$ cat config.mk
export PLATFORM = sky130hd
export DESIGN_NAME = psm_ctrl
export DESIGN_NICKNAME = d
export VERILOG_FILES = /design/src/design/psm_pkg.sv /design/src/design/psm_ctrl.sv
export SDC_FILE = /design/constraint.sdc
export NUM_CORES = 1
export LEC_CHECK = 0
export ABC_CLOCK_PERIOD_IN_PS = 1400
export BUFFER_PORTS_ARGS = -buffer_cell sky130_fd_sc_hd__buf_2
export CAP_MARGIN = 10
export CORE_AREA = 3 3 40 42
export DETAILED_ROUTE_END_ITERATION = 7
export DIE_AREA = 0 0 43 45
export PLACE_DENSITY = 0.65
export SETUP_SLACK_MARGIN = 0.15
export SYNTH_ARGS = -nofsm -noshare
export SYNTH_HDL_FRONTEND = slang
export SYNTH_SLANG_ARGS = --single-unit
$ cat constraint.sdc
create_clock -name clk_i -period 1.4 [get_ports clk_i]
set_input_delay 0.35 -clock clk_i [delete_from_list [all_inputs] [get_ports clk_i]]
set_output_delay 0.35 -clock clk_i [all_outputs]
set_load 0.01 [all_outputs]
$ cat src/design/psm_pkg.sv
`default_nettype none
package psm_pkg;

  localparam int WordW  = 32;
  localparam int AddrW  = 9;    // stack index, 512 entries
  localparam int PcW    = 11;   // program span 2048
  localparam int OperW  = 11;
  localparam int Depth  = 1 << AddrW;

  typedef enum logic [2:0] {
    MODE_LIT = 3'd0, MODE_OPR = 3'd1, MODE_LOD = 3'd2, MODE_STO = 3'd3,
    MODE_CAL = 3'd4, MODE_INT = 3'd5, MODE_JMP = 3'd6, MODE_JPC = 3'd7
  } mode_e;

  // opr sub-operations
  localparam logic [OperW-1:0] OPR_RET = 11'd0;
  localparam logic [OperW-1:0] OPR_NEG = 11'd1;
  localparam logic [OperW-1:0] OPR_ADD = 11'd2;
  localparam logic [OperW-1:0] OPR_SUB = 11'd3;
  localparam logic [OperW-1:0] OPR_MUL = 11'd4;
  localparam logic [OperW-1:0] OPR_DIV = 11'd5;
  localparam logic [OperW-1:0] OPR_ODD = 11'd6;
  localparam logic [OperW-1:0] OPR_EQ  = 11'd8;
  localparam logic [OperW-1:0] OPR_NE  = 11'd9;
  localparam logic [OperW-1:0] OPR_LT  = 11'd10;
  localparam logic [OperW-1:0] OPR_GE  = 11'd11;
  localparam logic [OperW-1:0] OPR_GT  = 11'd12;
  localparam logic [OperW-1:0] OPR_LE  = 11'd13;

  typedef enum logic [1:0] {
    FLT_NONE = 2'd0, FLT_OVER = 2'd1, FLT_UNDER = 2'd2, FLT_DIVZ = 2'd3
  } fault_e;

  typedef enum logic [3:0] {
    ST_CLEAR, ST_IDLE, ST_READ, ST_EXEC, ST_CAL2, ST_CAL3, ST_DIV, ST_TOP, ST_LOAD
  } state_e;

  // controller to datapath
  typedef struct packed {
    logic clr;       // write zero at clear pointer
    logic latch;     // capture the incoming instruction
    logic rd_ops;    // read operands
    logic exec;      // evaluate and commit
    logic cal2;      // second link slot
    logic cal3;      // return slot and jump
    logic div_fin;   // write quotient
    logic rd_top;    // read word at top
    logic load_out;  // fill output register
  } cmd_t;

  // datapath to controller
  typedef struct packed {
    logic clr_last;
    logic halted;
    logic go_cal;
    logic go_div;
    logic div_done;
    logic out_free;
  } sts_t;

endpackage
`default_nettype wire

$ cat src/design/psm_ctrl.sv
`default_nettype none
module psm_ctrl import psm_pkg::*; (
  input  wire logic clk_i,
  input  wire logic rst_ni,
  input  wire logic in_valid_i,
  output logic      in_ready_o,
  input  wire sts_t sts_i,
  output cmd_t      cmd_o,
  output state_e    state_o
);

  state_e state_q, state_d;

  // next state
  always_comb begin
    state_d = state_q;
    case (state_q)
      ST_CLEAR: if (sts_i.clr_last) state_d = ST_IDLE;
      ST_IDLE: begin
        if (in_valid_i) state_d = sts_i.halted ? ST_TOP : ST_READ;
      end
      ST_READ: state_d = ST_EXEC;
      ST_EXEC: begin
        if (sts_i.go_cal) state_d = ST_CAL2;
        else if (sts_i.go_div) state_d = ST_DIV;
        else state_d = ST_TOP;
      end
      ST_CAL2: state_d = ST_CAL3;
      ST_CAL3: state_d = ST_TOP;
      ST_DIV:  if (sts_i.div_done) state_d = ST_TOP;
      ST_TOP:  state_d = ST_LOAD;
      ST_LOAD: if (sts_i.out_free) state_d = ST_IDLE;
      default: state_d = ST_CLEAR;
    endcase
  end

  // outputs
  always_comb begin
    cmd_o      = '0;
    in_ready_o = 1'b0;
    case (state_q)
      ST_CLEAR: cmd_o.clr = 1'b1;
      ST_IDLE: begin
        in_ready_o  = 1'b1;
        cmd_o.latch = in_valid_i;
      end
      ST_READ: cmd_o.rd_ops = 1'b1;
      ST_EXEC: cmd_o.exec = 1'b1;
      ST_CAL2: cmd_o.cal2 = 1'b1;
      ST_CAL3: cmd_o.cal3 = 1'b1;
      ST_DIV:  cmd_o.div_fin = sts_i.div_done;
      ST_TOP:  cmd_o.rd_top = 1'b1;
      ST_LOAD: cmd_o.load_out = sts_i.out_free;
      default: cmd_o = '0;
    endcase
  end

  always_ff @(posedge clk_i or negedge rst_ni) begin
    if (!rst_ni) begin
      state_q <= ST_CLEAR;
    end else begin
      state_q <= state_d;
    end
  end

  assign state_o = state_q;

endmodule
`default_nettype wire

# [Word-level counts from Yosys, hierarchy flattened]
# Index checks and enable logic that the tools add are counted.
[op_classes] reduce_logical=2 n_mux=18 eq_ne=12
[ops] operator="$pmux 4 s9" n=1
[ops] operator="$eq 4x3->1 const B" n=4
[ops] operator="$mux 4" n=4
[ops] operator="$mux 1" n=11
[ops] operator="$eq 4x2->1 const B" n=2
[ops] operator="$ne 2x2->1 const B" n=4
[ops] operator="$eq 4x1->1 const B" n=1
[ops] operator="$eq 4x4->1 const B" n=1
[ops] operator="$logic_not 4->1" n=1
[ops] operator="$reduce_and 4->1" n=1
[ops] operator="$mux 3" n=1
[ops] operator="$mux 2" n=1
[word_totals] input_bits=9 register_bits=4

# [Longest topological paths before layout]
[depth] word_depth=3 ltp_mapped=5 ltp_nobuf=4

# [Worst setup path before layout]
# Ideal clock, no wire load.
[synth_timing] path_kind="reg2out" start="register state_q[3], in the netlist state_o[3]" end="output port cmd_o[7] (netlist bit)" required_ps=1050 stages_incl_launch_ff=4 n_path_buf=1 arrival_ps=1228 slack_ps=-178 cell_sequence="dfrtp_1 -> buf_2 -> nor3_1 -> and2_1"
[synth_lines] element="start, declared" line_no="psm_ctrl.sv:12" text="state_e state_q, state_d;"
[synth_lines] element="start signal, assigned" line_no="psm_ctrl.sv:62" text="state_q <= state_d;"
[synth_lines] element="end, declared" line_no="psm_ctrl.sv:8" text="output cmd_t cmd_o,"

==> results by group <==
Outcome
  – Status: finished, violations left
  – Failing checks: negative setup slack

Final layout
  – Layout Nets: 95
  – Final instance area: 832 um^2
  – Fin util: 64.8%
  – Non-filler cells, final: 100
  – Syn-to-layout area delta: 120%
  – Share of cells above drive strength 1: 75.3%
  – Antenna diode count: 0
  – Max reg flops: 4

Yosys
  – Mapped Area: 378 um^2
  – Compound-Gate Fraction of Synth Area: 24.8%
  – Main combinational cell family by area after synthesis: simple AND/OR/NAND/NOR gates
  – Post-synth EDFFs: 0
  – Post-synthesis async set-or-reset flop share: 100%
  – Simple-gate share of the synthesized area: 35.4%
  – Post-synth top cells: 7 x nor3_1, 6 x nor2_1, 4 x dfrtp_1
  – Largest area contributor in the synthesized netlist: dfrtp_1
  – Post-Synth Adder-Cell Area: 0%
  – Yosys warns: 0
  – Synth Instances: 47
  – Syn Nets: 56
  – Seq/Total Area, Yosys: 26.5%
  – Unique masters post-synth: 24
  – Top-count cell post-synth: nor3_1
  – XOR/XNOR Fraction of Synth Area: 0%
  – Top cells by area, synth: dfrtp_1 26%, nor3_1 9.3%, buf_6 6.0%
  – FF+latch count, synth: 4
  – Main synth FF type: dfrtp_1
  – Synth top area share: 26.5%
  – Mean Syn Cell Area: 8.04 um^2
  – Multiplexer share of the synthesized area: 0%

Die
  – Placeable Area: 1280 um^2
  – Initial Util: 29.4%
  – # rows: 13
  – Die Y-Extent: 45 um
  – Die width: 43 um
  – Die area: 1940 um^2
  – Io pins: 23

Placement
  – Area after DPL: 577 um^2
  – RD Place Congestion: 0.873
  – Post-detail-place hpwl: 914 um
  – Port Buf Inserts: 22
  – Placed insts: 87

Clock tree
  – Clock sinks: 4
  – Root buffer cell: clkbuf_4
  – Reg clk slew, reported paths: 0.04 ns
  – CTS Buffer Depth: 2
  – TritonCTS Buffers: 3
  – Max H-tree Level: 1
  – Clock latency on the worst-skew pair: 0.24 ns
  – CTS tree: built

Detailed routing
  – Drt pass-1 iters: 4
  – Via/cell ratio: 5.17
  – Total number of vias: 517
  – Remaining DRCs: 0
  – Post-route ant nets: 0
  – Routed length per instance: 14.9 um
  – Final wirelength: 1.49 mm
  – Drt initial violations: 9

Critical path
  – Crit end category: output pin
  – Worst Path Arrival: 1.29 ns
  – CP Class: flip-flop to output pin
  – Reg-to-Reg End: state_o[0]
  – CP Launch Type: flip-flop
  – FF-to-FF setup slack: -0.20 ns
  – CP max FO: 4
  – Reg-to-reg critical path startpoint: state_o[2]
  – Critical Path RT: 1.05 ns
  – Reg2reg path depth: 6

Timing
  – Fin worst setup slack: -0.238 ns
  – Max Freq: 611 MHz
  – Normalized max-slew margin: 79.8%
  – Setup TNS: -2.41 ns
  – RSZ-0062 raised after global routing: yes
  – Final slew viol count: 0
  – Hold Violations, Final: 0
  – Final Cycle Share: 117%
  – Tmin final: 1.64 ns
  – Setup violators final: 15
  – Slew @ Worst Pin: 0.301 ns
  – Max Clock Skew: 0.00280 ns

Pwr
  – P_leak: 0.383 nW
  – Power Density: 2490 nW/um^2
  – Max VDD drop: 1200 uV

GRT
  – First-pass GRT wire length: 2.10 mm
  – Number of global-route vias before repair: 501
  – Largest net degree at the start of global routing: 9
  – Grt ovf: 0
  – Tot GR Track Use: 14.6%
  – Initial antenna violation count: 0

Run
  – Max cap viols: 0

Worst hold path
  – Worst hold path class: input port to asynchronous set/reset pin
[worst max path at each step]
stage	startpoint	endpoint	slack [ns]	depth (start not counted)
2_1_floorplan	state_o[1]	cmd_o[7]	0.04	3
6_report	state_o[3]	cmd_o[7]	-0.24	4
5_1_grt	state_o[3]	cmd_o[7]	-0.28	4
3_3_place_gp	state_o[1]	cmd_o[7]	0.02	4
4_1_cts	state_o[2]	cmd_o[7]	-0.21	4
3_5_place_dp	state_o[1]	cmd_o[7]	0.008	4
[final cells by class]
type                    count  area, um^2
flip-flops and latches      4         104
clock buffers               4        26.3
fillers                   100         453
well taps                  15        18.8
multi-input cells          36         364
repair buffers             39         312
inverters                   2        7.51
[placed cells by master (no fill, tap or decap), drive strengths merged]
cell         count
buf             38
nor3             7
nor2             6
clkbuf           4
dfrtp            4
a21oi            3
nand2b           3
o31ai            3
inv              2
and2             2
nand2            1
or2b             1
nor4             1
nor4b            1
nor2b            1
or2              1
a211oi           1
a31oi            1
o32ai            1
or3              1
o21ai            1
o41ai            1
dlygate4sd3      1
[critical path, cell delays in order (launching register included)]
cell and delay, ns:
dfrtp_1 0.42, buf_6 0.16, nor3_4 0.21, and2_4 0.17
buf_6 0.09
[stage by stage]
step | power (mW) | worst slack (ns) | hold slack, ns
2_1_floorplan | 0.994 | 0.0351 | 0.0544
3_3_place_gp | 1.26 | 0.0247 | 0.157
3_5_place_dp | 1.28 | 0.00768 | 0.160
4_1_cts | 1.76 | -0.214 | 0.430
5_1_grt | 2.20 | -0.280 | 0.471
6_report | 2.07 | -0.238 | 0.441
[power breakdown]
part | internal (mW) | switching [mW] | total, mW
combinational | 0.845 | 0.760 | 1.60
sequential | 0.181 | 0.125 | 0.306
clock | 0.108 | 0.0567 | 0.164
[timing repair]
item,4_1_cts,5_1_grt
setup endpoints to repair,17,17
buffers inserted,4,4
hold buffers,1,0
pin swaps,6,4
gates resized for setup,19,12
endpoints found under the hold margin,4,0
cloned,0,0
[cells by family after synthesis]
kind of cell	after synthesis
buffers and inverters	7
DFF	4
and+or+nand+nor	25
AOI/OAI and AO/OA	11
[layer usage]
layer	global-route usage [%]	vias to the layer above	routed length [um]
met1	14.7	250	589
li1	-	246	-
met2	29.3	18	807
met4	7.23	0	27
met3	1.59	3	63
met5	0	-	0
No activity file was read; power rests on OpenSTA's default activity.
